<file path="config.mk">
export PLATFORM = sky130hd
export DESIGN_NAME = bmmd_front
export DESIGN_NICKNAME = d
export VERILOG_FILES = /design/src/design/bmmd_pkg.sv /design/src/design/bmmd_front.sv
export SDC_FILE = /design/constraint.sdc
export NUM_CORES = 1
export LEC_CHECK = 0
export ABC_AREA = 1
export BUFFER_PORTS_ARGS = -buffer_cell sky130_fd_sc_hd__buf_4
export CAP_MARGIN = 10
export CORE_ASPECT_RATIO = 1.75
export CORE_MARGIN = 2
export CORE_UTILIZATION = 40
export CTS_CLUSTER_SIZE = 40
export DETAILED_ROUTE_END_ITERATION = 16
export PLACE_DENSITY = 0.76
export SYNTH_ARGS = -nofsm -noshare
export SYNTH_HDL_FRONTEND = slang
export SYNTH_SLANG_ARGS = --single-unit
</file>
<file path="constraint.sdc">
create_clock -name clk -period 1.45 [get_ports clk]
set_clock_uncertainty 0.1 [all_clocks]
set_input_delay 0.2175 -clock clk [delete_from_list [all_inputs] [get_ports clk]]
set_output_delay 0.2175 -clock clk [all_outputs]
set_load 0.02 [all_outputs]
</file>
<file path="src/design/bmmd_pkg.sv">
package bmmd_pkg;

    // Work RAM geometry
    localparam int WRAM_BANKS = 8;
    localparam int BANK_BYTES = 4096;
    localparam int BANK_W     = (WRAM_BANKS > 1) ? $clog2(WRAM_BANKS) : 1;
    localparam int WRAM_DEPTH = WRAM_BANKS * BANK_BYTES;
    localparam int WRAM_AW    = BANK_W + 12;

    // High RAM geometry
    localparam int HRAM_BYTES = 127;
    localparam int HRAM_AW    = $clog2(HRAM_BYTES);

    // Front/back queue
    localparam int QDEPTH  = 2;
    localparam int QPTR_W  = (QDEPTH > 1) ? $clog2(QDEPTH) : 1;
    localparam int QCNT_W  = $clog2(QDEPTH + 1);

    // Bus map
    localparam logic [15:0] ADDR_VRAM_LO  = 16'h8000;
    localparam logic [15:0] ADDR_VRAM_HI  = 16'h9FFF;
    localparam logic [15:0] ADDR_WRAM_LO  = 16'hC000;
    localparam logic [15:0] ADDR_ECHO_HI  = 16'hFDFF;
    localparam logic [15:0] ADDR_OAM_LO   = 16'hFE00;
    localparam logic [15:0] ADDR_OAM_HI   = 16'hFE9F;
    localparam logic [15:0] ADDR_HOLE_LO  = 16'hFEA0;
    localparam logic [15:0] ADDR_HOLE_HI  = 16'hFEFF;
    localparam logic [15:0] ADDR_JOYP     = 16'hFF00;
    localparam logic [15:0] ADDR_SB       = 16'hFF01;
    localparam logic [15:0] ADDR_SC       = 16'hFF02;
    localparam logic [15:0] ADDR_TIM_LO   = 16'hFF04;
    localparam logic [15:0] ADDR_TIM_HI   = 16'hFF07;
    localparam logic [15:0] ADDR_IF       = 16'hFF0F;
    localparam logic [15:0] ADDR_SND_LO   = 16'hFF10;
    localparam logic [15:0] ADDR_SND_HI   = 16'hFF3F;
    localparam logic [15:0] ADDR_LCD_LO   = 16'hFF40;
    localparam logic [15:0] ADDR_LCD_HI   = 16'hFF4B;
    localparam logic [15:0] ADDR_DMA      = 16'hFF46;
    localparam logic [15:0] ADDR_KEY1     = 16'hFF4D;
    localparam logic [15:0] ADDR_VBK      = 16'hFF4F;
    localparam logic [15:0] ADDR_BOOT     = 16'hFF50;
    localparam logic [15:0] ADDR_HDMA1    = 16'hFF51;
    localparam logic [15:0] ADDR_HDMA2    = 16'hFF52;
    localparam logic [15:0] ADDR_HDMA3    = 16'hFF53;
    localparam logic [15:0] ADDR_HDMA4    = 16'hFF54;
    localparam logic [15:0] ADDR_HDMA5    = 16'hFF55;
    localparam logic [15:0] ADDR_PAL_LO   = 16'hFF68;
    localparam logic [15:0] ADDR_PAL_HI   = 16'hFF6B;
    localparam logic [15:0] ADDR_SVBK     = 16'hFF70;
    localparam logic [15:0] ADDR_HRAM_LO  = 16'hFF80;
    localparam logic [15:0] ADDR_HRAM_HI  = 16'hFFFE;
    localparam logic [15:0] ADDR_IE       = 16'hFFFF;

    // Reset values and data constants
    localparam logic [2:0]  BANK_SEL_RST  = 3'd1;
    localparam logic [15:0] HDMA_DST_RST  = 16'h8000;
    localparam logic [7:0]  OAM_PAGE_MOD  = 8'hE0;
    localparam logic [7:0]  RD_ALL_ONES   = 8'hFF;

    typedef enum logic [1:0] {
        CMD_READ      = 2'd0,
        CMD_WRITE     = 2'd1,
        CMD_SPEED     = 2'd2,
        CMD_HDMA_DONE = 2'd3
    } cmd_t;

    typedef enum logic [2:0] {
        TGT_INTERNAL = 3'd0,
        TGT_VIDEO    = 3'd1,
        TGT_SPRITE   = 3'd2,
        TGT_JOYPAD   = 3'd3,
        TGT_TIMER    = 3'd4,
        TGT_AUDIO    = 3'd5,
        TGT_CART     = 3'd6
    } target_t;

    // What the back end does with a request
    typedef enum logic [3:0] {
        K_NONE,
        K_CONST_FF,
        K_WRAM,
        K_HRAM,
        K_IF,
        K_IE,
        K_KEY1,
        K_OAM,
        K_SRC_HI,
        K_SRC_LO,
        K_DST_HI,
        K_DST_LO,
        K_HDMA_CTRL,
        K_SVBK,
        K_SPEED,
        K_HDMA_DONE
    } op_kind_t;

    typedef struct packed {
        cmd_t        cmd;
        logic [15:0] addr;
        logic [7:0]  wdata;
        logic [4:0]  irq_raise;
    } in_req_t;

    typedef struct packed {
        logic [7:0]  rdata;
        target_t     target;
        logic        oam_dma_start;
        logic [7:0]  oam_dma_page;
        logic        double_speed_out;
        logic [15:0] hdma_src_out;
        logic [15:0] hdma_dst_out;
        logic [6:0]  hdma_blocks_out;
        logic        hdma_hblank_out;
        logic        hdma_stopped_out;
    } res_t;

    // Classified request, front to back
    typedef struct packed {
        op_kind_t    kind;
        logic        wr;
        target_t     target;
        logic [12:0] addr;
        logic [7:0]  wdata;
        logic [4:0]  irq_raise;
    } op_t;

    // Switchable bank number modulo the bank count
    function automatic logic [2:0] bank_mod(input logic [2:0] b);
        logic [2:0] r;
        r = '0;
        for (int i = 0; i < 8; i++)
        begin
            if (b == 3'(i))
            begin
                r = 3'(i % WRAM_BANKS);
            end
        end
        return r;
    endfunction

endpackage

</file>
<file path="src/design/bmmd_front.sv">
module bmmd_front (
    input  logic              clk,
    input  logic              rst_n,
    input  logic              cfg_we,
    input  logic              cfg_data,
    input  logic              push,
    input  bmmd_pkg::in_req_t req,
    input  logic              q_full,
    output logic              q_push,
    output bmmd_pkg::op_t     q_op
);

    logic color_mode_reg;
    logic color_mode_next;

    function automatic bmmd_pkg::op_t decode(input bmmd_pkg::in_req_t r, input logic color);
        bmmd_pkg::op_t o;
        logic [15:0]   a;
        logic          wr;
        a           = r.addr;
        wr          = (r.cmd == bmmd_pkg::CMD_WRITE);
        o.kind      = bmmd_pkg::K_NONE;
        o.wr        = wr;
        o.target    = bmmd_pkg::TGT_INTERNAL;
        o.addr      = a[12:0];
        o.wdata     = r.wdata;
        o.irq_raise = r.irq_raise;
        case (r.cmd)
            bmmd_pkg::CMD_SPEED:
            begin
                if (color)
                begin
                    o.kind = bmmd_pkg::K_SPEED;
                end
            end
            bmmd_pkg::CMD_HDMA_DONE:
            begin
                o.kind = bmmd_pkg::K_HDMA_DONE;
            end
            default:
            begin
                if (a >= bmmd_pkg::ADDR_VRAM_LO && a <= bmmd_pkg::ADDR_VRAM_HI)
                    o.target = bmmd_pkg::TGT_VIDEO;
                else if (a >= bmmd_pkg::ADDR_WRAM_LO && a <= bmmd_pkg::ADDR_ECHO_HI)
                    o.kind = bmmd_pkg::K_WRAM;
                else if (a >= bmmd_pkg::ADDR_OAM_LO && a <= bmmd_pkg::ADDR_OAM_HI)
                    o.target = bmmd_pkg::TGT_SPRITE;
                else if (a >= bmmd_pkg::ADDR_HOLE_LO && a <= bmmd_pkg::ADDR_HOLE_HI)
                    o.kind = bmmd_pkg::K_NONE;
                else if (a == bmmd_pkg::ADDR_JOYP)
                    o.target = bmmd_pkg::TGT_JOYPAD;
                else if (a == bmmd_pkg::ADDR_SB || a == bmmd_pkg::ADDR_SC)
                    o.kind = bmmd_pkg::K_NONE;
                else if (a >= bmmd_pkg::ADDR_TIM_LO && a <= bmmd_pkg::ADDR_TIM_HI)
                    o.target = bmmd_pkg::TGT_TIMER;
                else if (a == bmmd_pkg::ADDR_IF)
                    o.kind = bmmd_pkg::K_IF;
                else if (a >= bmmd_pkg::ADDR_SND_LO && a <= bmmd_pkg::ADDR_SND_HI)
                    o.target = bmmd_pkg::TGT_AUDIO;
                else if (a == bmmd_pkg::ADDR_DMA)
                    o.kind = wr ? bmmd_pkg::K_OAM : bmmd_pkg::K_NONE;
                else if (a >= bmmd_pkg::ADDR_LCD_LO && a <= bmmd_pkg::ADDR_LCD_HI)
                    o.target = bmmd_pkg::TGT_VIDEO;
                else if (a == bmmd_pkg::ADDR_KEY1)
                begin
                    // plain mode: reads give all ones, writes go out to the cartridge
                    if (color)
                        o.kind = bmmd_pkg::K_KEY1;
                    else if (wr)
                        o.target = bmmd_pkg::TGT_CART;
                    else
                        o.kind = bmmd_pkg::K_CONST_FF;
                end
                else if (a == bmmd_pkg::ADDR_VBK && color)
                    o.target = bmmd_pkg::TGT_VIDEO;
                else if (a == bmmd_pkg::ADDR_BOOT)
                    o.kind = bmmd_pkg::K_NONE;
                else if (a >= bmmd_pkg::ADDR_HDMA1 && a <= bmmd_pkg::ADDR_HDMA5 && color
                         && (wr || a == bmmd_pkg::ADDR_HDMA5))
                begin
                    if (a == bmmd_pkg::ADDR_HDMA1)
                        o.kind = bmmd_pkg::K_SRC_HI;
                    else if (a == bmmd_pkg::ADDR_HDMA2)
                        o.kind = bmmd_pkg::K_SRC_LO;
                    else if (a == bmmd_pkg::ADDR_HDMA3)
                        o.kind = bmmd_pkg::K_DST_HI;
                    else if (a == bmmd_pkg::ADDR_HDMA4)
                        o.kind = bmmd_pkg::K_DST_LO;
                    else
                        o.kind = bmmd_pkg::K_HDMA_CTRL;
                end
                else if (a >= bmmd_pkg::ADDR_PAL_LO && a <= bmmd_pkg::ADDR_PAL_HI && color)
                    o.target = bmmd_pkg::TGT_VIDEO;
                else if (a == bmmd_pkg::ADDR_SVBK && color)
                    o.kind = bmmd_pkg::K_SVBK;
                else if (a >= bmmd_pkg::ADDR_HRAM_LO && a <= bmmd_pkg::ADDR_HRAM_HI)
                    o.kind = bmmd_pkg::K_HRAM;
                else if (a == bmmd_pkg::ADDR_IE)
                    o.kind = bmmd_pkg::K_IE;
                else
                    o.target = bmmd_pkg::TGT_CART;
            end
        endcase
        return o;
    endfunction

    assign color_mode_next = cfg_we ? cfg_data : color_mode_reg;

    always_ff @(posedge clk or negedge rst_n)
    begin
        if (!rst_n)
        begin
            color_mode_reg <= 1'b0;
        end
        else
        begin
            color_mode_reg <= color_mode_next;
        end
    end

    assign q_push = push && !q_full;
    assign q_op   = decode(req, color_mode_reg);

endmodule

</file>
==> out/results.tsv, run 1 <==
metric	value	unit
Critical Path End Type	output port	
Worst EP arrival	1710	ps
Max Freq	0.493	GHz
die width	45.1	um
Mapped Area	1180	um^2
Vias	1819	
core area	2860	um^2
type of the most critical hold path	in -> reg	
GP Congestion	0.987	
ANT cells	0	
WL per Instance	14.8	um
chip height	75.9	um
Util after Layout	79.3	%
VDD IR-drop max	0.000258	V
IO Pins	72	
first-pass GRT wire length	7970	um
worst setup margin	-577	ps
DP Area	1880	um^2
critical path class	in -> out	
failing checks	setup timing	
via-per-instance ratio	5.32	
commonest non-fill, non-tap cell in the layout	buf_4	
Slew HR	77.6	%
P per Cell Area	241	nW/um^2
fin area	2270	um^2
initial antenna violation count	0	
final period utilization	140	%
Nets	353	
worst path required time	1130	ps
vias in the first global route	1849	
critical path launch point type	primary input	
FP Rows	26	
R2R setup slack	510	ps
1st-iter DRT viols	76	
crit-path max FO	4	
post-route minimum period	2030	ps
pre-CTS setup slack	-657	ps
RSZ-0062 raised after global routing	yes	
worst-margin pin slew	334	ps
die area	3420	um^2
instance count of the mapped netlist	226	
post-synthesis register bit count	1	
Synth warnings	0	
layout cell share with drive strength beyond 1	63.1	%
Setup violations, final	7	
Total GRT Usage	29.8	%
register area share after synthesis	2.12	%
grt ovf	0	
drt first pass iters	4	
clock transition at the registers of the reported paths	0	ps
Initial Util	41.3	%
largest net degree at the start of global routing	11	
most frequent cells in the layout	buf_4 (92), nand2_1 (42), buf_6 (21), nand2_2 (20), inv_1 (18)	
max reg flops	1	
pins over their slew limit	0	
syn_nets	263	
Yosys cell types	33	
Synth-to-Final Area Change	92.1	%
Leakage Power	1.21	nW
max-cap viol count	0	
drt drc	0	
number of buffers added on ports	45	
status	finished with violations	
Total Routed Length	5070	um
count of final hold-check violations	0	
Skew-Pair Late Insertion Delay	0	ps
Fin Hold WS	326	ps
DP HPWL	3690	um
antenna viol nets, final	0	
fill count	196	
Mapped Avg Cell Area	5.23	um^2
per-layer routing:
layer / global-route usage [%] / part of all wire [%]
met2: 56.9 / 57
met4: 11.2 / 5.4
met3: 0.714 / 4.7
met1: 31.5 / 33
met5: 0 / 0
final cells by class:
type | count | area (um^2) | area share [%]
multi-input combinational | 163 | 1100 | 48.5
sequential | 1 | 25.0 | 1.10
inverter | 34 | 143 | 6.28
timing repair buffer | 116 | 967 | 42.6
tap | 28 | 35.0 | 1.54
path summary, 6_finish.rpt:
path | from | end | cells after the start
worst max-delay path | req[19] | q_op[31] | 13
worst min-delay path | cfg_we | color_mode_reg | 2
worst max register to register | color_mode_reg | color_mode_reg | 3
worst min register to register | color_mode_reg | color_mode_reg | 3
max in group asynchronous | rst_n | color_mode_reg | 2
min in group asynchronous | rst_n | color_mode_reg | 2
critical path, stage by stage:
cell and delay (ps):
buf_4 130, buf_4 130, nor2_2 110, inv_2 80
nor3_4 240, o211ai_1 210, nand4_1 180, nor2_2 70
nand2_2 60, nand2_2 50, nand2_2 70, nand2_2 50
buf_6 120
power breakdown:
group	switching (mW)	leakage, nW	internal (mW)
registers	0.00155	0.0121	0.0310
clock network	0	0	0
logic	0.263	1.19	0.251
synth_stat cells:
cell type / count / share of area (%)
inv_2: 6 / 1.9
o21ai_0: 3 / 1.3
nand2_1: 62 / 20
buf_6: 1 / 0.95
nand3b_1: 2 / 1.3
and3_1: 1 / 0.53
nand4_1: 9 / 4.8
nand3_2: 2 / 1.7
nor2_2: 4 / 2.1
o211ai_1: 2 / 1.3
nor3_1: 4 / 1.7
o21ai_2: 1 / 0.74
a211oi_1: 1 / 0.64
o2111ai_1: 1 / 0.74
buf_4: 26 / 17
a31oi_1: 1 / 0.53
nor4_1: 2 / 1.1
clkinv_1: 1 / 0.32
inv_1: 26 / 8.3
nand2_4: 1 / 0.95
buf_2: 1 / 0.42
nor3_2: 2 / 1.7
a21oi_1: 2 / 0.85
o22ai_1: 1 / 0.53
dfrtp_1: 1 / 2.1
inv_4: 1 / 0.53
o311ai_0: 1 / 0.74
nor2_4: 2 / 1.9
nor2_1: 26 / 8.3
nand2_2: 5 / 2.6
nand3_1: 26 / 11
o41ai_1: 1 / 0.74
nor2_8: 1 / 1.7
logic make-up after synthesis:
group	Yosys count	share of synthesized area [%]
AOI/OAI and AO/OA	14	8.04
buffers and inverters	62	28.9
DFF	1	2.12
and+or+nand+nor	149	61.0
repair_timing:
action	CTS	global route
gates cloned	0	0
gates resized for setup	53	25
pin swaps	30	19
endpoints found under the hold margin	1	0
hold buffers	1	0
endpoints found under the setup margin	7	7
buffers inserted	6	5
stage by stage:
| step | std cells | power [mW] | TNS (ps) |
|---|---|---|---|
| 6_report | 342 | 0.546 | -3560 |
| 5_1_grt | 342 | 0.578 | -4450 |
| 4_1_cts | 337 | 0.522 | -2980 |
| 3_5_place_dp | 330 | 0.465 | -4040 |
| 3_3_place_gp | 330 | 0.462 | -4220 |
| 2_1_floorplan | 226 | 0.290 | -952 |
Power figures use the tool's default switching activity.
==> run 2: changes to the inputs <==
--- a/config.mk
+++ b/config.mk
@@ -8,7 +8,7 @@
 export ABC_AREA = 1
 export BUFFER_PORTS_ARGS = -buffer_cell sky130_fd_sc_hd__buf_4
 export CAP_MARGIN = 10
-export CORE_ASPECT_RATIO = 1.75
+export CORE_ASPECT_RATIO = 1.2
 export CORE_MARGIN = 2
 export CORE_UTILIZATION = 40
 export CTS_CLUSTER_SIZE = 40
==> out/results.tsv, run 2 (synthesis gave the netlist of run 1 again) <==
metric	value	unit	change
status	finished with violations		
failing checks	setup timing		
ANT cells	0		unchanged
Skew-Pair Late Insertion Delay	0	ps	unchanged
depth of the worst register-to-register path	3		unchanged
CP Capture Point	q_op[27]		
max reg flops	1		unchanged
first-pass GRT wire length	7890	um	-1.0%
Leakage Power	1.18	nW	-2.2%
final period utilization	137	%	-2.8 points
GP Congestion	0.986		-0.11%
DP HPWL	3550	um	-3.9%
core area	2810	um^2	-1.8%
type of the most critical hold path	in -> reg		
Inst Count DP	333		+0.91%
Power Total	531	uW	-2.8%
R2R setup slack	490	ps	-20 ps
Max Freq	0.504	GHz	+2.1%
IO Pins	72		unchanged
Nets	346		-2.0%
worst path required time	1130	ps	about the same
worst path buffer plus inverter count	4		unchanged
DP Area	1870	um^2	-0.80%
WP depth	14		+1
delay-heaviest family, CP	simple AND/OR/NAND/NOR gates		
slowest cell on the critical path	buf_4		
max-cap viol count	0		unchanged
Fin Hold WS	322	ps	-4.65 ps
P per Cell Area	240	nW/um^2	-0.40%
Critical Path Start	req[28]		
Critical Path End Type	output port		
critical path class	in -> out		
antenna viol nets, final	0		unchanged
Worst EP arrival	1670	ps	-40 ps
CP max stage delay	140	ps	-100 ps
worst-margin pin slew	397	ps	+62.5 ps
pins over their slew limit	0		unchanged
worst path cell trace	buf_4, nand2_4, nor2_8, nand2_8, clkinv_8, buf_4, o2111ai_4, nand2_1, nor2_2, nand2_2, o21ai_2, nand3_2, nor3_4, buf_6		
FP Rows	21		-19%
die area	3410	um^2	-0.45%
chip height	63.6	um	-16%
post-route minimum period	1990	ps	-41.3 ps
largest net degree at the start of global routing	9		-2
Non-Filler Instances	341		-0.29%
1st-iter DRT viols	66		-13%
Slew HR	73.3	%	-4.3 points
count of final hold-check violations	0		unchanged
WL per Instance	14.4	um	-2.9%
vias in the first global route	1811		-2.1%
RSZ-0062 raised after global routing	yes		
r2r endpoint	color_mode_reg		
drt first pass iters	4		unchanged
grt ovf	0		unchanged
fin area	2220	um^2	-2.4%
die width	53.6	um	+19%
hold depth	2		unchanged
worst setup margin	-536	ps	+41.3 ps
VDD IR-drop max	0.000175	V	-32%
register area	25.0	um^2	unchanged
most frequent cells in the layout	buf_4 (85), nand2_1 (48), inv_1 (21), buf_6 (20), nand3_1 (17)		
Synth-to-Final Area Change	87.4	%	
initial antenna violation count	0		unchanged
layout cell share with drive strength beyond 1	58.3	%	-4.8 points
drt drc	0		unchanged
Vias	1814		-0.27%
Multi-input gate area	1080	um^2	-1.5%
clock transition at the registers of the reported paths	0	ps	unchanged
Total GRT Usage	30.1	%	+0.36 points
Total Routed Length	4910	um	-3.2%
Setup violations, final	7		unchanged
CP dominant cell by count	buf_4		
Initial Util	42.1	%	+0.75 points
via-per-instance ratio	5.32		about the same
worst r2r src	color_mode_reg		
fill count	206		+5.1%
commonest non-fill, non-tap cell in the layout	buf_4		
critical path launch point type	primary input		
number of buffers added on ports	45		unchanged
crit-path max FO	7		+3
run 2: changes by cell type in the layout (fill, tap and decap cells not counted), sizes merged:
cell / change
buf: -7
run 2: routing by layer:
layer	GRT usage, %	routed length [um]	share of wire (%)
met3	1.66	336	6.8
met2	56.0	2580	52
met4	10.6	265	5.4
met1	34.4	1730	35
met5	0	0	0
run 2: area by class of cell:
type | instances | area share, %
Tap cell | 34 | 1.92
Timing Repair Buffer | 109 | 41.4
Inverter | 34 | 6.55
Multi-Input combinational cell | 163 | 49.0
Sequential cell | 1 | 1.13
run 2: worst min-delay path by stage:
stage / slack (ps) / from / endpoint
2_1_floorplan: -180 / rst_n / color_mode_reg
3_3_place_gp: -110 / rst_n / color_mode_reg
3_5_place_dp: -110 / rst_n / color_mode_reg
4_1_cts: 320 / cfg_we / color_mode_reg
5_1_grt: 340 / req[4] / q_op[4]
6_report: 320 / cfg_we / color_mode_reg
run 2: what timing repair did:
item / in CTS / in global routing
setup buffers: 6 / 1
pin swaps: 29 / 19
gates cloned: 0 / 0
setup endpoints to repair: 7 / 7
gates resized for setup: 54 / 17
endpoints found under the hold margin: 1 / 0
hold buffers: 1 / 0
run 2: where the power goes:
part	internal (mW)	switching, mW
Clock	0	0
Combinational	0.239	0.258
Sequential	0.0310	0.00296
Total	0.270	0.261
run 2: stage by stage:
step / utilization [%] / setup WS, ps / setup TNS [ps]
floorplan: - / -229 / -952
global placement: 66.5 / -573 / -3450
detailed placement: 66.5 / -603 / -3780
CTS: 76.3 / -473 / -3130
global route: 78.8 / -631 / -4150
finish: 78.8 / -536 / -3500
==> run 3: changes to the inputs <==
==> constraint.sdc (replaced) <==
create_clock -name clk -period 1.7 [get_ports clk]
set_clock_uncertainty 0.1 [all_clocks]
set_input_delay 0.255 -clock clk [delete_from_list [all_inputs] [get_ports clk]]
set_output_delay 0.255 -clock clk [all_outputs]
set_load 0.02 [all_outputs]
==> out/results.tsv, run 3 (synthesis gave the netlist of run 1 again) <==
metric	value	unit	change
status	finished with violations		
failing checks	setup timing		
pins over their slew limit	0		unchanged
IO Pins	72		unchanged
Max Freq	0.467	GHz	
drt first pass iters	5		+1
max reg flops	1		unchanged
Total GRT Usage	27.1	%	-3.0 points
worst setup margin	-441	ps	+95.0 ps
Initial Util	42.1	%	unchanged
chip height	63.6	um	unchanged
critical path launch point type	primary input		
Vias	1902		+4.9%
Critical Path End Type	output port		
layout cell share with drive strength beyond 1	58.6	%	+0.29 points
Inst Count DP	332		-0.30%
antenna viol nets, final	0		unchanged
clock transition at the registers of the reported paths	0	ps	unchanged
largest net degree at the start of global routing	10		+1
most frequent cells in the layout	buf_4 (88), nand2_1 (46), buf_6 (23), inv_1 (19)		
post-route minimum period	2140	ps	
Power Total	460	uW	-13%
1st-iter DRT viols	129		+95%
Skew-Pair Late Insertion Delay	0	ps	unchanged
grt ovf	0		unchanged
vias in the first global route	1657		-8.5%
type of the most critical hold path	in -> reg		
worst path required time	1340	ps	+210 ps
worst-margin pin slew	459	ps	+62.4 ps
critical path class	in -> out		
commonest non-fill, non-tap cell in the layout	buf_4		
Total Routed Length	5190	um	+5.7%
VDD IR-drop max	0.000219	V	+25%
count of final hold-check violations	0		unchanged
die area	3410	um^2	unchanged
via-per-instance ratio	5.47		+2.7%
crit-path max FO	6		-1
Slew HR	69.3	%	-4.1 points
max-cap viol count	0		unchanged
core area	2810	um^2	unchanged
Synth-to-Final Area Change	91.9	%	
WL per Instance	14.9	um	+3.6%
Non-Filler Instances	348		+2.1%
final period utilization	126	%	
Leakage Power	1.23	nW	+4.2%
first-pass GRT wire length	7210	um	-8.6%
Worst EP arrival	1790	ps	+120 ps
DP Area	1800	um^2	-3.9%
Nets	353		+2.0%
number of buffers added on ports	45		unchanged
drt drc	0		unchanged
Setup violations, final	7		unchanged
GP Congestion	1.06		+7.6%
initial antenna violation count	0		unchanged
die width	53.6	um	unchanged
DP HPWL	3340	um	-6.0%
P per Cell Area	203	nW/um^2	-15%
RSZ-0062 raised after global routing	yes		
fin area	2270	um^2	+2.4%
ANT cells	0		unchanged
FP Rows	21		unchanged
R2R setup slack	770	ps	+280 ps
run 3: changes by cell type in the layout (fill, tap and decap cells not counted), sizes merged:
cell	change
buf	+7
run 3: final timing paths:
| check | from | end | depth (start not counted) |
|---|---|---|---|
| worst max-delay path | req[22] | q_op[31] | 13 |
| worst min-delay path | cfg_we | color_mode_reg | 2 |
| worst max register to register | color_mode_reg | color_mode_reg | 3 |
| worst min register to register | color_mode_reg | color_mode_reg | 3 |
| max in group asynchronous | rst_n | color_mode_reg | 2 |
| min in group asynchronous | rst_n | color_mode_reg | 2 |
run 3: timing repair:
| item | in CTS | in global routing |
|---|---|---|
| hold buffers | 1 | 0 |
| setup endpoints to repair | 7 | 7 |
| buffers inserted | 10 | 5 |
| gates resized for setup | 55 | 36 |
| hold endpoints to repair | 1 | 0 |
| pin swaps | 21 | 16 |
run 3: routing by layer:
metal | wire length (um) | vias up | global-route usage, %
li1 | - | 883 | -
met2 | 2660 | 133 | 50.5
met5 | 0 | - | 0
met4 | 191 | 0 | 2.56
met3 | 500 | 22 | 0.237
met1 | 1840 | 864 | 34.9
run 3: where the power goes:
part / internal [mW] / total [mW] / switching [mW]
Sequential: 0.0264 / 0.0280 / 0.00155
Combinational: 0.211 / 0.432 / 0.222
Clock: 0 / 0 / 0
Total: 0.237 / 0.460 / 0.224
run 3: worst max-delay path: stages:
cell and delay (ps):
buf_8 80, nand2_4 50, nor2_4 200, nand2_8 120, nor3_4 210, o211ai_1 260, nand4_1 170, nor2_1 60
nand2_1 80, nand2_1 70, nand2_1 70, nand2_2 50, buf_6 120
run 3: per-stage QoR:
stage / TNS (ps) / utilization [%] / worst slack [ps] / hold slack (ps)
global placement: -2120 / 63.9 / -367 / -69.6
detailed placement: -2530 / 63.9 / -427 / -68.4
CTS: -1690 / 74.2 / -279 / 379
finish: -2340 / 80.7 / -441 / 375
floorplan: -140 / - / -67.8 / -141
global route: -2960 / 80.7 / -502 / 378
run 3: layout make-up:
cell class                 instances  area, um^2
multi-input combinational        163        1060
tap                               34        42.5
fill                             180         543
sequential                         1        25.0
timing repair buffer             116         995
inverter                          34         143
