**src/design/bmmd_pkg.sv**
```systemverilog
package bmmd_pkg;

    // Work RAM geometry
    localparam int WRAM_BANKS = 8;
    localparam int BANK_BYTES = 4096;
    localparam int BANK_W     = (WRAM_BANKS > 1) ? $clog2(WRAM_BANKS) : 1;
    localparam int WRAM_DEPTH = WRAM_BANKS * BANK_BYTES;
    localparam int WRAM_AW    = BANK_W + 12;

    // High RAM geometry
    localparam int HRAM_BYTES = 127;
    localparam int HRAM_AW    = $clog2(HRAM_BYTES);

    // Front/back queue
    localparam int QDEPTH  = 2;
    localparam int QPTR_W  = (QDEPTH > 1) ? $clog2(QDEPTH) : 1;
    localparam int QCNT_W  = $clog2(QDEPTH + 1);

    // Bus map
    localparam logic [15:0] ADDR_VRAM_LO  = 16'h8000;
    localparam logic [15:0] ADDR_VRAM_HI  = 16'h9FFF;
    localparam logic [15:0] ADDR_WRAM_LO  = 16'hC000;
    localparam logic [15:0] ADDR_ECHO_HI  = 16'hFDFF;
    localparam logic [15:0] ADDR_OAM_LO   = 16'hFE00;
    localparam logic [15:0] ADDR_OAM_HI   = 16'hFE9F;
    localparam logic [15:0] ADDR_HOLE_LO  = 16'hFEA0;
    localparam logic [15:0] ADDR_HOLE_HI  = 16'hFEFF;
    localparam logic [15:0] ADDR_JOYP     = 16'hFF00;
    localparam logic [15:0] ADDR_SB       = 16'hFF01;
    localparam logic [15:0] ADDR_SC       = 16'hFF02;
    localparam logic [15:0] ADDR_TIM_LO   = 16'hFF04;
    localparam logic [15:0] ADDR_TIM_HI   = 16'hFF07;
    localparam logic [15:0] ADDR_IF       = 16'hFF0F;
    localparam logic [15:0] ADDR_SND_LO   = 16'hFF10;
    localparam logic [15:0] ADDR_SND_HI   = 16'hFF3F;
    localparam logic [15:0] ADDR_LCD_LO   = 16'hFF40;
    localparam logic [15:0] ADDR_LCD_HI   = 16'hFF4B;
    localparam logic [15:0] ADDR_DMA      = 16'hFF46;
    localparam logic [15:0] ADDR_KEY1     = 16'hFF4D;
    localparam logic [15:0] ADDR_VBK      = 16'hFF4F;
    localparam logic [15:0] ADDR_BOOT     = 16'hFF50;
    localparam logic [15:0] ADDR_HDMA1    = 16'hFF51;
    localparam logic [15:0] ADDR_HDMA2    = 16'hFF52;
    localparam logic [15:0] ADDR_HDMA3    = 16'hFF53;
    localparam logic [15:0] ADDR_HDMA4    = 16'hFF54;
    localparam logic [15:0] ADDR_HDMA5    = 16'hFF55;
    localparam logic [15:0] ADDR_PAL_LO   = 16'hFF68;
    localparam logic [15:0] ADDR_PAL_HI   = 16'hFF6B;
    localparam logic [15:0] ADDR_SVBK     = 16'hFF70;
    localparam logic [15:0] ADDR_HRAM_LO  = 16'hFF80;
    localparam logic [15:0] ADDR_HRAM_HI  = 16'hFFFE;
    localparam logic [15:0] ADDR_IE       = 16'hFFFF;

    // Reset values and data constants
    localparam logic [2:0]  BANK_SEL_RST  = 3'd1;
    localparam logic [15:0] HDMA_DST_RST  = 16'h8000;
    localparam logic [7:0]  OAM_PAGE_MOD  = 8'hE0;
    localparam logic [7:0]  RD_ALL_ONES   = 8'hFF;

    typedef enum logic [1:0] {
        CMD_READ      = 2'd0,
        CMD_WRITE     = 2'd1,
        CMD_SPEED     = 2'd2,
        CMD_HDMA_DONE = 2'd3
    } cmd_t;

    typedef enum logic [2:0] {
        TGT_INTERNAL = 3'd0,
        TGT_VIDEO    = 3'd1,
        TGT_SPRITE   = 3'd2,
        TGT_JOYPAD   = 3'd3,
        TGT_TIMER    = 3'd4,
        TGT_AUDIO    = 3'd5,
        TGT_CART     = 3'd6
    } target_t;

    // What the back end does with a request
    typedef enum logic [3:0] {
        K_NONE,
        K_CONST_FF,
        K_WRAM,
        K_HRAM,
        K_IF,
        K_IE,
        K_KEY1,
        K_OAM,
        K_SRC_HI,
        K_SRC_LO,
        K_DST_HI,
        K_DST_LO,
        K_HDMA_CTRL,
        K_SVBK,
        K_SPEED,
        K_HDMA_DONE
    } op_kind_t;

    typedef struct packed {
        cmd_t        cmd;
        logic [15:0] addr;
        logic [7:0]  wdata;
        logic [4:0]  irq_raise;
    } in_req_t;

    typedef struct packed {
        logic [7:0]  rdata;
        target_t     target;
        logic        oam_dma_start;
        logic [7:0]  oam_dma_page;
        logic        double_speed_out;
        logic [15:0] hdma_src_out;
        logic [15:0] hdma_dst_out;
        logic [6:0]  hdma_blocks_out;
        logic        hdma_hblank_out;
        logic        hdma_stopped_out;
    } res_t;

    // Classified request, front to back
    typedef struct packed {
        op_kind_t    kind;
        logic        wr;
        target_t     target;
        logic [12:0] addr;
        logic [7:0]  wdata;
        logic [4:0]  irq_raise;
    } op_t;

    // Switchable bank number modulo the bank count
    function automatic logic [2:0] bank_mod(input logic [2:0] b);
        logic [2:0] r;
        r = '0;
        for (int i = 0; i < 8; i++)
        begin
            if (b == 3'(i))
            begin
                r = 3'(i % WRAM_BANKS);
            end
        end
        return r;
    endfunction

endpackage

```
**src/design/bmmd_queue.sv**
```systemverilog
module bmmd_queue (
    input  logic          clk,
    input  logic          rst_n,
    input  logic          wr_en,
    input  bmmd_pkg::op_t wr_data,
    output logic          full,
    input  logic          rd_en,
    output bmmd_pkg::op_t rd_data,
    output logic          empty
);

    bmmd_pkg::op_t                   entry_reg [bmmd_pkg::QDEPTH];
    logic [bmmd_pkg::QPTR_W-1:0]     wr_ptr_reg, wr_ptr_next;
    logic [bmmd_pkg::QPTR_W-1:0]     rd_ptr_reg, rd_ptr_next;
    logic [bmmd_pkg::QCNT_W-1:0]     count_reg, count_next;
    logic                            do_wr;
    logic                            do_rd;

    assign full    = (count_reg == bmmd_pkg::QCNT_W'(bmmd_pkg::QDEPTH));
    assign empty   = (count_reg == '0);
    assign do_wr   = wr_en && !full;
    assign do_rd   = rd_en && !empty;
    assign rd_data = entry_reg[rd_ptr_reg];

    always_comb
    begin
        wr_ptr_next = wr_ptr_reg;
        rd_ptr_next = rd_ptr_reg;
        count_next  = count_reg;
        if (do_wr)
        begin
            wr_ptr_next = (wr_ptr_reg == bmmd_pkg::QPTR_W'(bmmd_pkg::QDEPTH - 1))
                        ? '0 : bmmd_pkg::QPTR_W'(wr_ptr_reg + 1'b1);
        end
        if (do_rd)
        begin
            rd_ptr_next = (rd_ptr_reg == bmmd_pkg::QPTR_W'(bmmd_pkg::QDEPTH - 1))
                        ? '0 : bmmd_pkg::QPTR_W'(rd_ptr_reg + 1'b1);
        end
        if (do_wr && !do_rd)
            count_next = bmmd_pkg::QCNT_W'(count_reg + 1'b1);
        else if (do_rd && !do_wr)
            count_next = bmmd_pkg::QCNT_W'(count_reg - 1'b1);
    end

    always_ff @(posedge clk or negedge rst_n)
    begin
        if (!rst_n)
        begin
            wr_ptr_reg <= '0;
            rd_ptr_reg <= '0;
            count_reg  <= '0;
        end
        else
        begin
            wr_ptr_reg <= wr_ptr_next;
            rd_ptr_reg <= rd_ptr_next;
            count_reg  <= count_next;
        end
    end

    always_ff @(posedge clk)
    begin
        if (do_wr)
        begin
            entry_reg[wr_ptr_reg] <= wr_data;
        end
    end

endmodule

```
**config.mk**
```make
export PLATFORM = sky130hd
export DESIGN_NAME = bmmd_queue
export DESIGN_NICKNAME = d
export VERILOG_FILES = /design/src/design/bmmd_pkg.sv /design/src/design/bmmd_queue.sv
export SDC_FILE = /design/constraint.sdc
export NUM_CORES = 1
export LEC_CHECK = 0
export BUFFER_PORTS_ARGS = -buffer_cell sky130_fd_sc_hd__buf_4
export CAP_MARGIN = 10
export CORE_ASPECT_RATIO = 1.5
export CORE_MARGIN = 3
export CORE_UTILIZATION = 49
export CTS_BUF_LIST = sky130_fd_sc_hd__clkbuf_4
export DETAILED_ROUTE_END_ITERATION = 8
export GPL_TIMING_DRIVEN = 0
export PLACE_DENSITY = 0.78
export SKIP_LAST_GASP = 1
export SLEW_MARGIN = 30
export SYNTH_ARGS = -nofsm -noshare
export SYNTH_HDL_FRONTEND = slang
export SYNTH_SLANG_ARGS = --single-unit
export TNS_END_PERCENT = 10
```
**constraint.sdc**
```tcl
create_clock -name clk -period 2.25 [get_ports clk]
set_input_delay 0.225 -clock clk [delete_from_list [all_inputs] [get_ports clk]]
set_output_delay 0.225 -clock clk [all_outputs]
set_load 0.02 [all_outputs]
```
==> impl_metrics.py, run 1 <==
metrics = {
    "status": {
        "outcome": "complete, no violations",
    },
    "yosys": {
        "synthTopCellsByCount": "68 x edfxtp_1, 29 x mux2_4, 5 x mux2_2",
        "synth_ff_type": "edfxtp_1",
        "synthTopCellsByArea": "edfxtp_1 73%, mux2_4 16%, dfrtp_1 3.6%",
        "ys_seq_area_frac": 0.7646,
        "synth_seq_cells": 72,
        "ys_types": 15,
        "netlist_area_sq_um": 2801,
        "synth_area_leader_cell": "edfxtp_1",
        "synth_most_common_cell": "edfxtp_1",
        "avgSynthCellArea_sq_um": 22.41,
        "yosysWarnings": 0,
        "synth_cells": 125,
        "synth_edf_count": 68,
        "synth.net_count": 164,
        "async_flop_share": 0.05556,
        "yosysTopAreaCellShare": 0.7289,
    },
    "drt": {
        "ant_nets": 0,
        "drcViolationCount": 0,
        "vias": 1524,
        "viasPerCell": 4.748,
        "drtIter0Drc": 47,
        "wire_per_inst_um": 15.68,
        "dr.pass1.iters": 4,
        "wirelength_mm": 5.032,
    },
    "worst_setup_path": {
        "r2r_cells": 4,
        "cp_num_buf_inv": 3,
        "cp_data_required_time_ns": 2.03,
        "crit_type": "reg -> out",
        "path_cells": "buf_6 -> buf_12 -> mux2_4 -> buf_4",
        "rrSetupSlack_ns": 0.61,
        "crit_cells": 4,
        "worst_path_max_delay_cell": "dfrtp_1",
        "rr_endpoint": "entry_reg[0][31]$_DFFE_PP_",
        "cp_max_fo": 10,
        "cp-start-kind": "flip-flop",
        "critPathMaxStageDelay_ns": 0.39,
        "rr_startpoint": "count_reg[0]$_DFFE_PN0P_",
        "worstPathArrival_ns": 1.54,
        "crit_path_end_kind": "output pin",
        "cp_top_family": "buffers and inverters",
    },
    "clock_network": {
        "cts-root-buf": "clkbuf_4",
        "clkSlewWorstSetupHoldPaths_ns": 0.11,
        "clkSinkCount": 72,
        "cts_made_buffers": 9,
        "ctsResizeCount": 0,
        "insertion_delay_ns": 0.39,
        "clk_path_buf_depth": 2,
        "cts-htree-levels": 3,
        "cts_tree": "done",
    },
    "placement": {
        "hpwl_mm": 3.185,
        "gp_congestion": 0.6534,
        "placed_cells": 270,
        "placed_cell_area_sq_um": 3501,
        "io_buffers": 73,
    },
    "die": {
        "core_sq_um": 5492,
        "initial_core_util": 0.5101,
        "core.rowCount": 33,
        "pin_count": 74,
        "dieArea_sq_um": 6679,
        "dieHeight_um": 98.61,
        "fp.dieW_um": 67.74,
    },
    "global_routing": {
        "grt_max_degree": 25,
        "track_usage": 0.1656,
        "first_global_vias": 1734,
        "antenna_found_initial": 0,
        "overflow": 0,
        "grt_first_pass_wirelength_mm": 7.907,
    },
    "final_layout": {
        "num-fill-cells": 319,
        "final_cells": 321,
        "drive_above_1_share": 0.5139,
        "largest_register_ffs": 68,
        "multi_input_area_sq_um": 589.3,
        "seq_area_sq_um": 2142,
        "syn_to_final_growth_pct": 42.25,
        "antenna_cells": 0,
        "num-nets-final": 285,
        "design_area_sq_um": 3985,
        "fin_util": 0.7257,
    },
    "pwr": {
        "power_density_nw_per_um2": 1218,
        "p_comb_frac": 0.441,
        "p_seq_frac": 0.400,
        "power_w": 0.004852,
        "power.ir.vdd_worst_mv": 0.9501,
        "internal_power_w": 0.003296,
        "leakagePower_nw": 1.620,
        "p_clk_frac": 0.159,
        "p_sw_frac": 0.3208,
        "power_switching_w": 0.001556,
    },
    "timing": {
        "period_needed_ns": 1.766,
        "hold_ws_ns": 0.1474,
        "setup_violations": 0,
        "clock_skew_ns": 0.009228,
        "max_slew_margin": 0.7346,
        "hold_viol": 0,
        "fin_crit_sh": 0.7850,
        "rsz0062_at_grt": "no",
        "worst_pin_slew_ns": 0.3972,
        "clock.fmax_mhz": 566.2,
        "drv_slew": 0,
    },
    "min_path": {
        "hold_class": "in -> async",
    },
    "job": {
        "drv_cap": 0,
    },
}
worst register-to-register path, cell delays in order, from the launching register on:
cell      delay [ns]
dfrtp_1         0.45
nand2b_1        0.17
nand2_1         0.14
nor2_4          0.35
buf_16          0.23
what timing repair did:
action                                  in CTS  in global routing
endpoints found under the setup margin       0                  0
hold endpoints to repair                    72                  0
buffers inserted                             0                  0
hold buffers                                35                  0
per-layer routing:
metal / up-vias / track usage / share of wire
li1: 729 / - / -
met1: 730 / 0.1741 / 0.37
met2: 59 / 0.2941 / 0.55
met3: 6 / 0.05017 / 0.061
met4: 0 / 0.07031 / 0.014
met5: - / 0 / 0
per-stage QoR:
step           TNS (ns)  worst slack [ns]
6_report              0            0.4838
5_1_grt               0            0.4072
4_1_cts               0            0.4430
3_5_place_dp          0            0.6144
3_3_place_gp     -2.266          -0.06821
2_1_floorplan         0            0.2978
cell usage in the layout (no fill, tap or decap), types with 2 or more instances in the layout:
cell type | Yosys | final
edfxtp_1 | 68 | 68
mux2_4 | 29 | 29
xor2_1 | 2 | 2
nor2_1 | 3 | 2
dfrtp_1 | 4 | 4
buf_4 | 0 | 73
clkbuf_4 | 0 | 10
inv_1 | 2 | 2
xnor2_1 | 3 | 3
mux2_2 | 5 | 5
clkinv_1 | 0 | 2
buf_16 | 0 | 2
buf_12 | 3 | 3
dlygate4sd3_1 | 0 | 35
kinds of logic after synthesis:
family	synth area share
AOI/OAI and AO/OA	0.001785
DFF	0.7646
xor gates and xnor gates	0.01563
adders and majority gates	0.004466
muxes	0.1755
and+or+nand+nor	0.009827
buffers and inverters	0.02814
power by group through the flow:
stage          sequential [W]  combinational [W]  clock [W]
6_report              0.00194            0.00214   0.000773
5_1_grt               0.00198            0.00227   0.000852
4_1_cts               0.00194            0.00216   0.000797
3_5_place_dp          0.00197            0.00211          0
3_3_place_gp          0.00196            0.00197          0
2_1_floorplan         0.00195            0.00138          0
how the worst max path moves through the flow:
stage,startpoint,end,slack [ns]
after floorplan,count_reg[0]$_DFFE_PN0P_,entry_reg[0][0]$_DFFE_PP_,0.30
after global placement,count_reg[0]$_DFFE_PN0P_,entry_reg[0][14]$_DFFE_PP_,-0.07
after detailed placement,count_reg[0]$_DFFE_PN0P_,entry_reg[0][20]$_DFFE_PP_,0.61
after CTS,rd_ptr_reg$_DFFE_PN0P_,rd_data[29],0.44
after global routing,rd_ptr_reg$_DFFE_PN0P_,rd_data[14],0.41
final,rd_ptr_reg$_DFFE_PN0P_,rd_data[20],0.48
cell type report:
cell class,instances,share of cell area
clock buffer,10,0.01884
timing repair buffer,110,0.2392
buffer,4,0.01790
multi-input combinational,47,0.1479
sequential,72,0.5375
clock inverter,6,0.01476
tap,70,0.02198
inverter,2,0.001884
No activity file was read; power rests on OpenSTA's default activity.
==> run 2: changes to the inputs <==
--- a/config.mk
+++ b/config.mk
@@ -5,15 +5,16 @@
 export SDC_FILE = /design/constraint.sdc
 export NUM_CORES = 1
 export LEC_CHECK = 0
+export ABC_AREA = 1
 export BUFFER_PORTS_ARGS = -buffer_cell sky130_fd_sc_hd__buf_4
 export CAP_MARGIN = 10
 export CORE_ASPECT_RATIO = 1.5
 export CORE_MARGIN = 3
-export CORE_UTILIZATION = 49
+export CORE_UTILIZATION = 48
 export CTS_BUF_LIST = sky130_fd_sc_hd__clkbuf_4
 export DETAILED_ROUTE_END_ITERATION = 8
 export GPL_TIMING_DRIVEN = 0
-export PLACE_DENSITY = 0.78
+export PLACE_DENSITY = 0.77
 export SKIP_LAST_GASP = 1
 export SLEW_MARGIN = 30
 export SYNTH_ARGS = -nofsm -noshare
==> constraint.sdc (replaced) <==
create_clock -name clk -period 1.6 [get_ports clk]
set_input_delay 0.16 -clock clk [delete_from_list [all_inputs] [get_ports clk]]
set_output_delay 0.16 -clock clk [all_outputs]
set_load 0.02 [all_outputs]
==> run 2 against run 1 <==
Net effect: cell count grew 27%; combinational power up 51%; first-iteration DRC count rose by 130%; design area unchanged; non-clock buffer count up 7; setup slack got worse by 0.44 ns.
==> impl_metrics.py, run 2 <==
metrics = {
    "status": {
        "outcome": "complete, no violations",
    },
    "clock_network": {
        "clkSinkCount": 72,
        "clk_path_buf_depth": 2,
        "cts_tree": "done",
        "cts-htree-levels": 3,
        "cts_made_buffers": 9,
        "clkSlewWorstSetupHoldPaths_ns": 0.09,
        "insertion_delay_ns": 0.39,
        "cts-root-buf": "clkbuf_4",
    },
    "timing": {
        "drv_slew": 0,
        "hold_viol": 0,
        "clock.fmax_mhz": 644.0,
        "clock_skew_ns": 0.01471,
        "period_needed_ns": 1.553,
        "fin_crit_sh": 0.9705,
        "hold_ws_ns": 0.03817,
        "setup_violations": 0,
        "rsz0062_at_grt": "yes",
        "worst_pin_slew_ns": 0.5715,
        "setup-tns-final_ns": 0,
        "max_slew_margin": 0.6164,
    },
    "yosys": {
        "yosysWarnings": 0,
        "netlist_area_sq_um": 2711,
        "async_flop_share": 0.05556,
        "synth_ff_type": "edfxtp_1",
        "synth_seq_cells": 72,
        "ys_seq_area_frac": 0.7900,
        "synthTopCellsByArea": "edfxtp_1 75%, nand2_1 15%, dfrtp_1 3.7%",
        "synth.net_count": 248,
        "synth_area_leader_cell": "edfxtp_1",
        "synth_most_common_cell": "nand2_1",
        "synth_cells": 209,
        "ys_types": 17,
        "yosysTopAreaCellShare": 0.7531,
        "synth_edf_count": 68,
        "synthTopCellsByCount": "111 x nand2_1, 68 x edfxtp_1, 6 x inv_1",
        "avgSynthCellArea_sq_um": 12.97,
    },
    "die": {
        "initial_core_util": 0.5130,
        "fp.dieW_um": 67.37,
        "core_sq_um": 5285,
        "core.rowCount": 32,
        "dieArea_sq_um": 6605,
        "pin_count": 74,
        "dieHeight_um": 98.05,
    },
    "job": {
        "drv_cap": 0,
    },
    "global_routing": {
        "overflow": 0,
        "antenna_found_initial": 0,
        "grt_first_pass_wirelength_mm": 8.659,
        "grt_max_degree": 35,
        "track_usage": 0.1824,
        "first_global_vias": 1927,
    },
    "min_path": {
        "hold_class": "in -> reg",
    },
    "worst_setup_path": {
        "worstPathArrival_ns": 1.59,
        "cp_data_required_time_ns": 1.64,
        "cp_max_fo": 34,
        "crit_path_end_kind": "flip-flop",
        "crit_type": "reg -> reg",
        "cp-start-kind": "flip-flop",
    },
    "final_layout": {
        "design_area_sq_um": 3985,
        "largest_register_ffs": 68,
        "final_cells": 408,
        "syn_to_final_growth_pct": 46.98,
        "final_common_cell": "nand2_1",
        "layout_common_cells": "106 x nand2_1, 74 x buf_4, 68 x edfxtp_1",
        "drive_above_1_share": 0.3324,
        "fin_util": 0.7540,
        "num-nets-final": 374,
        "antenna_cells": 0,
    },
    "placement": {
        "placed_cell_area_sq_um": 3352,
        "hpwl_mm": 3.226,
        "gp_congestion": 0.6906,
        "placed_cells": 350,
        "io_buffers": 73,
    },
    "pwr": {
        "leakagePower_nw": 1.737,
        "power_density_nw_per_um2": 1721,
        "power.ir.vdd_worst_mv": 1.086,
    },
    "drt": {
        "viasPerCell": 4.664,
        "wirelength_mm": 5.672,
        "dr.pass1.iters": 4,
        "vias": 1903,
        "wire_per_inst_um": 13.90,
        "ant_nets": 0,
        "drcViolationCount": 0,
        "drtIter0Drc": 108,
    },
}
-- run 2: changes by cell type after synthesis, moves of 3 or more --
cell,before,now
mux2_4,29,0
buf_4,0,4
nand2_1,1,111
inv_1,2,6
buf_2,0,3
buf_12,3,0
mux2_2,5,0
-- run 2: power breakdown --
part	internal (W)	switching, W
clock	0.000340	0.000566
combinational	0.00137	0.00187
sequential	0.00257	0.000142
-- run 2: area by class of cell --
class | instances | area, sq um
Clock buffer | 11 | 82.58
Clock inverter | 5 | 23.77
Buffer | 7 | 78.83
Sequential cell | 72 | 2142
Tap cell | 68 | 85.08
Inverter | 8 | 45.04
Multi-Input combinational cell | 123 | 523.0
Timing Repair Buffer | 114 | 1005
Fill cell | 346 | 1300
-- run 2: layer usage --
layer,track usage,part of all wire,vias to the layer above
li1,-,-,952
met1,0.1909,0.38,902
met2,0.3258,0.57,45
met3,0.05293,0.037,4
met4,0.07969,0.011,0
met5,0,0,-
-- run 2: timing repair --
action | 4_1_cts | 5_1_grt
pin swaps | 1 | 3
hold buffers | 35 | 0
setup endpoints to repair | 98 | 82
endpoints found under the hold margin | 72 | 0
resized for setup | 2 | 26
buffers inserted | 1 | 4
gates cloned | 1 | 1
-- run 2: cells by family after synthesis --
family	count (synthesis)	share of synthesized area
simple gates	118	0.1698
flops	72	0.7900
buf+inv	15	0.02861
compound gates	2	0.003692
xor+xnor	1	0.003231
fa+ha+maj	1	0.004614
-- run 2: worst paths after layout --
path | from | to | slack [ns] | depth (start not counted)
setup / recovery | count_reg[0]$_DFFE_PN0P_ | entry_reg[0][16]$_DFFE_PP_ | 0.05 | 4
hold / removal | rd_en | rd_ptr_reg$_DFFE_PN0P_ | 0.04 | 3
setup reg to reg | count_reg[0]$_DFFE_PN0P_ | entry_reg[0][16]$_DFFE_PP_ | 0.05 | 4
hold reg to reg | wr_ptr_reg$_DFFE_PN0P_ | wr_ptr_reg$_DFFE_PN0P_ | 0.52 | 2
max in group asynchronous | rst_n | rd_ptr_reg$_DFFE_PN0P_ | 1.39 | 2
min in group asynchronous | rst_n | wr_ptr_reg$_DFFE_PN0P_ | 0.09 | 2
-- run 2: metrics by stage --
stage | setup slack (ns) | total power [W]
floorplan | -0.1768 | 0.004374
global route | -0.04548 | 0.007260
finish | 0.04713 | 0.006857
CTS | -0.07938 | 0.006534
global placement | -0.5258 | 0.005450
detailed placement | -0.2318 | 0.005508
-- run 2: worst max-delay path, stage by stage, from the launching register on --
cell and delay, ns:
dfrtp_1 0.50, nor2_2 0.11, nor2_4 0.10, nand2_1 0.11, inv_4 0.35
==> run 3: changes to the inputs <==
--- a/config.mk
+++ b/config.mk
@@ -10,11 +10,12 @@
 export CAP_MARGIN = 10
 export CORE_ASPECT_RATIO = 1.5
 export CORE_MARGIN = 3
-export CORE_UTILIZATION = 48
+export CORE_UTILIZATION = 30
 export CTS_BUF_LIST = sky130_fd_sc_hd__clkbuf_4
 export DETAILED_ROUTE_END_ITERATION = 8
 export GPL_TIMING_DRIVEN = 0
-export PLACE_DENSITY = 0.77
+export PLACE_DENSITY = 0.57
+export SETUP_SLACK_MARGIN = 0.05
 export SKIP_LAST_GASP = 1
 export SLEW_MARGIN = 30
 export SYNTH_ARGS = -nofsm -noshare
==> run 3 against run 2 <==
Net effect: hold slack gained 0.034 ns; clock-buffer cell count is the same; critical path depth up 2; flip-flop and latch count stayed put; critical path type is now reg -> out; cell count rose by 10%.
==> impl_metrics.py, run 3 (synthesis results as in run 2) <==
metrics = {
    "clock_network": {
        "clkSinkCount": 72,
        "cts-root-buf": "clkbuf_4",
        "insertion_delay_ns": 0.41,
        "cts-htree-levels": 3,
        "clk_path_buf_depth": 2,
        "cts_made_buffers": 9,
        "cts_tree": "done",
        "clkSlewWorstSetupHoldPaths_ns": 0.11,
    },
    "drt": {
        "drtIter0Drc": 58,
        "viasPerCell": 4.165,
        "ant_nets": 0,
        "wirelength_mm": 5.600,
        "dr.pass1.iters": 5,
        "vias": 1870,
        "wire_per_inst_um": 12.47,
        "drcViolationCount": 0,
    },
    "final_layout": {
        "num-nets-final": 375,
        "largest_register_ffs": 68,
        "syn_to_final_growth_pct": 50.02,
        "layout_common_cells": "111 x nand2_1, 76 x buf_4, 68 x edfxtp_1",
        "final_common_cell": "nand2_1",
        "drive_above_1_share": 0.3167,
        "final_cells": 449,
    },
    "die": {
        "core_sq_um": 8618,
        "core.rowCount": 41,
        "dieHeight_um": 122.4,
        "fp.dieW_um": 83.62,
        "dieArea_sq_um": 10240,
        "pin_count": 74,
        "initial_core_util": 0.3146,
    },
    "pwr": {
        "leakagePower_nw": 1.752,
        "power_w": 0.006997,
        "power.ir.vdd_worst_mv": 0.8809,
        "power_density_nw_per_um2": 1720,
    },
    "timing": {
        "setup_ws_ns": 0.02348,
        "period_needed_ns": 1.577,
        "max_slew_margin": 0.8135,
        "setup-tns-final_ns": 0,
        "setup_violations": 0,
        "rsz0062_at_grt": "yes",
        "clock.fmax_mhz": 634.3,
        "worst_pin_slew_ns": 0.2779,
        "hold_viol": 0,
        "drv_slew": 0,
        "fin_crit_sh": 0.9853,
        "clock_skew_ns": 0.01854,
        "hold_ws_ns": 0.07180,
    },
    "global_routing": {
        "grt_first_pass_wirelength_mm": 8.942,
        "first_global_vias": 1921,
        "antenna_found_initial": 1,
        "track_usage": 0.1167,
        "grt_max_degree": 21,
        "overflow": 0,
    },
    "worst_setup_path": {
        "crit_path_end_kind": "output pin",
        "cp-start-kind": "flip-flop",
        "crit_type": "reg -> out",
        "rrSetupSlack_ns": 0.21,
        "r2r_cells": 7,
        "cp_max_fo": 10,
        "worstPathArrival_ns": 1.42,
        "rr_endpoint": "count_reg[1]$_DFFE_PN0P_",
        "rr_startpoint": "count_reg[0]$_DFFE_PN0P_",
        "cp_data_required_time_ns": 1.44,
    },
    "placement": {
        "io_buffers": 73,
        "hpwl_mm": 3.772,
        "place_ws_ns": -0.03598,
        "gp_congestion": 0.6573,
        "placed_cells": 391,
    },
    "job": {
        "drv_cap": 0,
    },
    "status": {
        "outcome": "complete, no violations",
    },
    "min_path": {
        "hold_class": "in -> async",
    },
}
[run 3: worst max path at each step]
stage                                   startpoint                         end  slack [ns]  cells past startpoint
after global routing        rd_ptr_reg$_DFFE_PN0P_                 rd_data[27]        -0.1                      6
final                       rd_ptr_reg$_DFFE_PN0P_                 rd_data[10]        0.02                      6
after global placement    count_reg[0]$_DFFE_PN0P_  entry_reg[0][32]$_DFFE_PP_       -0.63                      4
after floorplan           count_reg[0]$_DFFE_PN0P_   entry_reg[0][0]$_DFFE_PP_       -0.18                      4
after CTS                   rd_ptr_reg$_DFFE_PN0P_                 rd_data[18]       -0.02                      6
after detailed placement  count_reg[0]$_DFFE_PN0P_  entry_reg[1][31]$_DFFE_PP_       -0.04                      3
[run 3: layout make-up]
| type | instances | area [sq um] |
|---|---|---|
| Tap cell | 107 | 133.9 |
| Clock inverter | 5 | 47.55 |
| Sequential cell | 72 | 2143 |
| Fill cell | 782 | 4551 |
| Clock buffer | 11 | 82.58 |
| Antenna cell | 1 | 2.502 |
| Inverter | 8 | 42.54 |
| Multi-Input combinational cell | 122 | 499.2 |
| Buffer | 7 | 82.58 |
| Timing Repair Buffer | 116 | 1033 |
[run 3: per-layer routing]
| layer | vias up | global-route usage | part of all wire |
|---|---|---|---|
| met2 | 45 | 0.2136 | 0.55 |
| met4 | 0 | 0.05734 | 0.020 |
| met1 | 867 | 0.1175 | 0.38 |
| met3 | 8 | 0.03962 | 0.046 |
| met5 | - | 0 | 0 |
| li1 | 950 | - | - |
[run 3: timing repair]
item | CTS | global route
buffers inserted | 4 | 1
setup endpoints to repair | 71 | 54
pin swaps | 1 | 0
endpoints found under the hold margin | 73 | 0
hold buffers | 36 | 0
resized for setup | 15 | 5
[run 3: critical path, cell delays in order, from the launching register on]
cell,delay [ns]
dfrtp_1,0.39
buf_6,0.15
inv_8,0.08
buf_8,0.13
nand2_1,0.05
nand2_1,0.09
buf_6,0.12
[run 3: where the power goes]
part	switching [W]	internal (W)	leakage, nW
registers	0.000127	0.00257	0.680
logic	0.00184	0.00138	0.997
clock network	0.000590	0.000497	0.0757
total	0.00255	0.00444	1.75
[run 3: metrics by stage]
stage / area (sq um) / utilization
3_3_place_gp: 3401 / 0.3946
6_report: 4068 / 0.4720
5_1_grt: 4068 / 0.4720
2_1_floorplan: 2719 / -
3_5_place_dp: 3456 / 0.4010
4_1_cts: 4039 / 0.4686
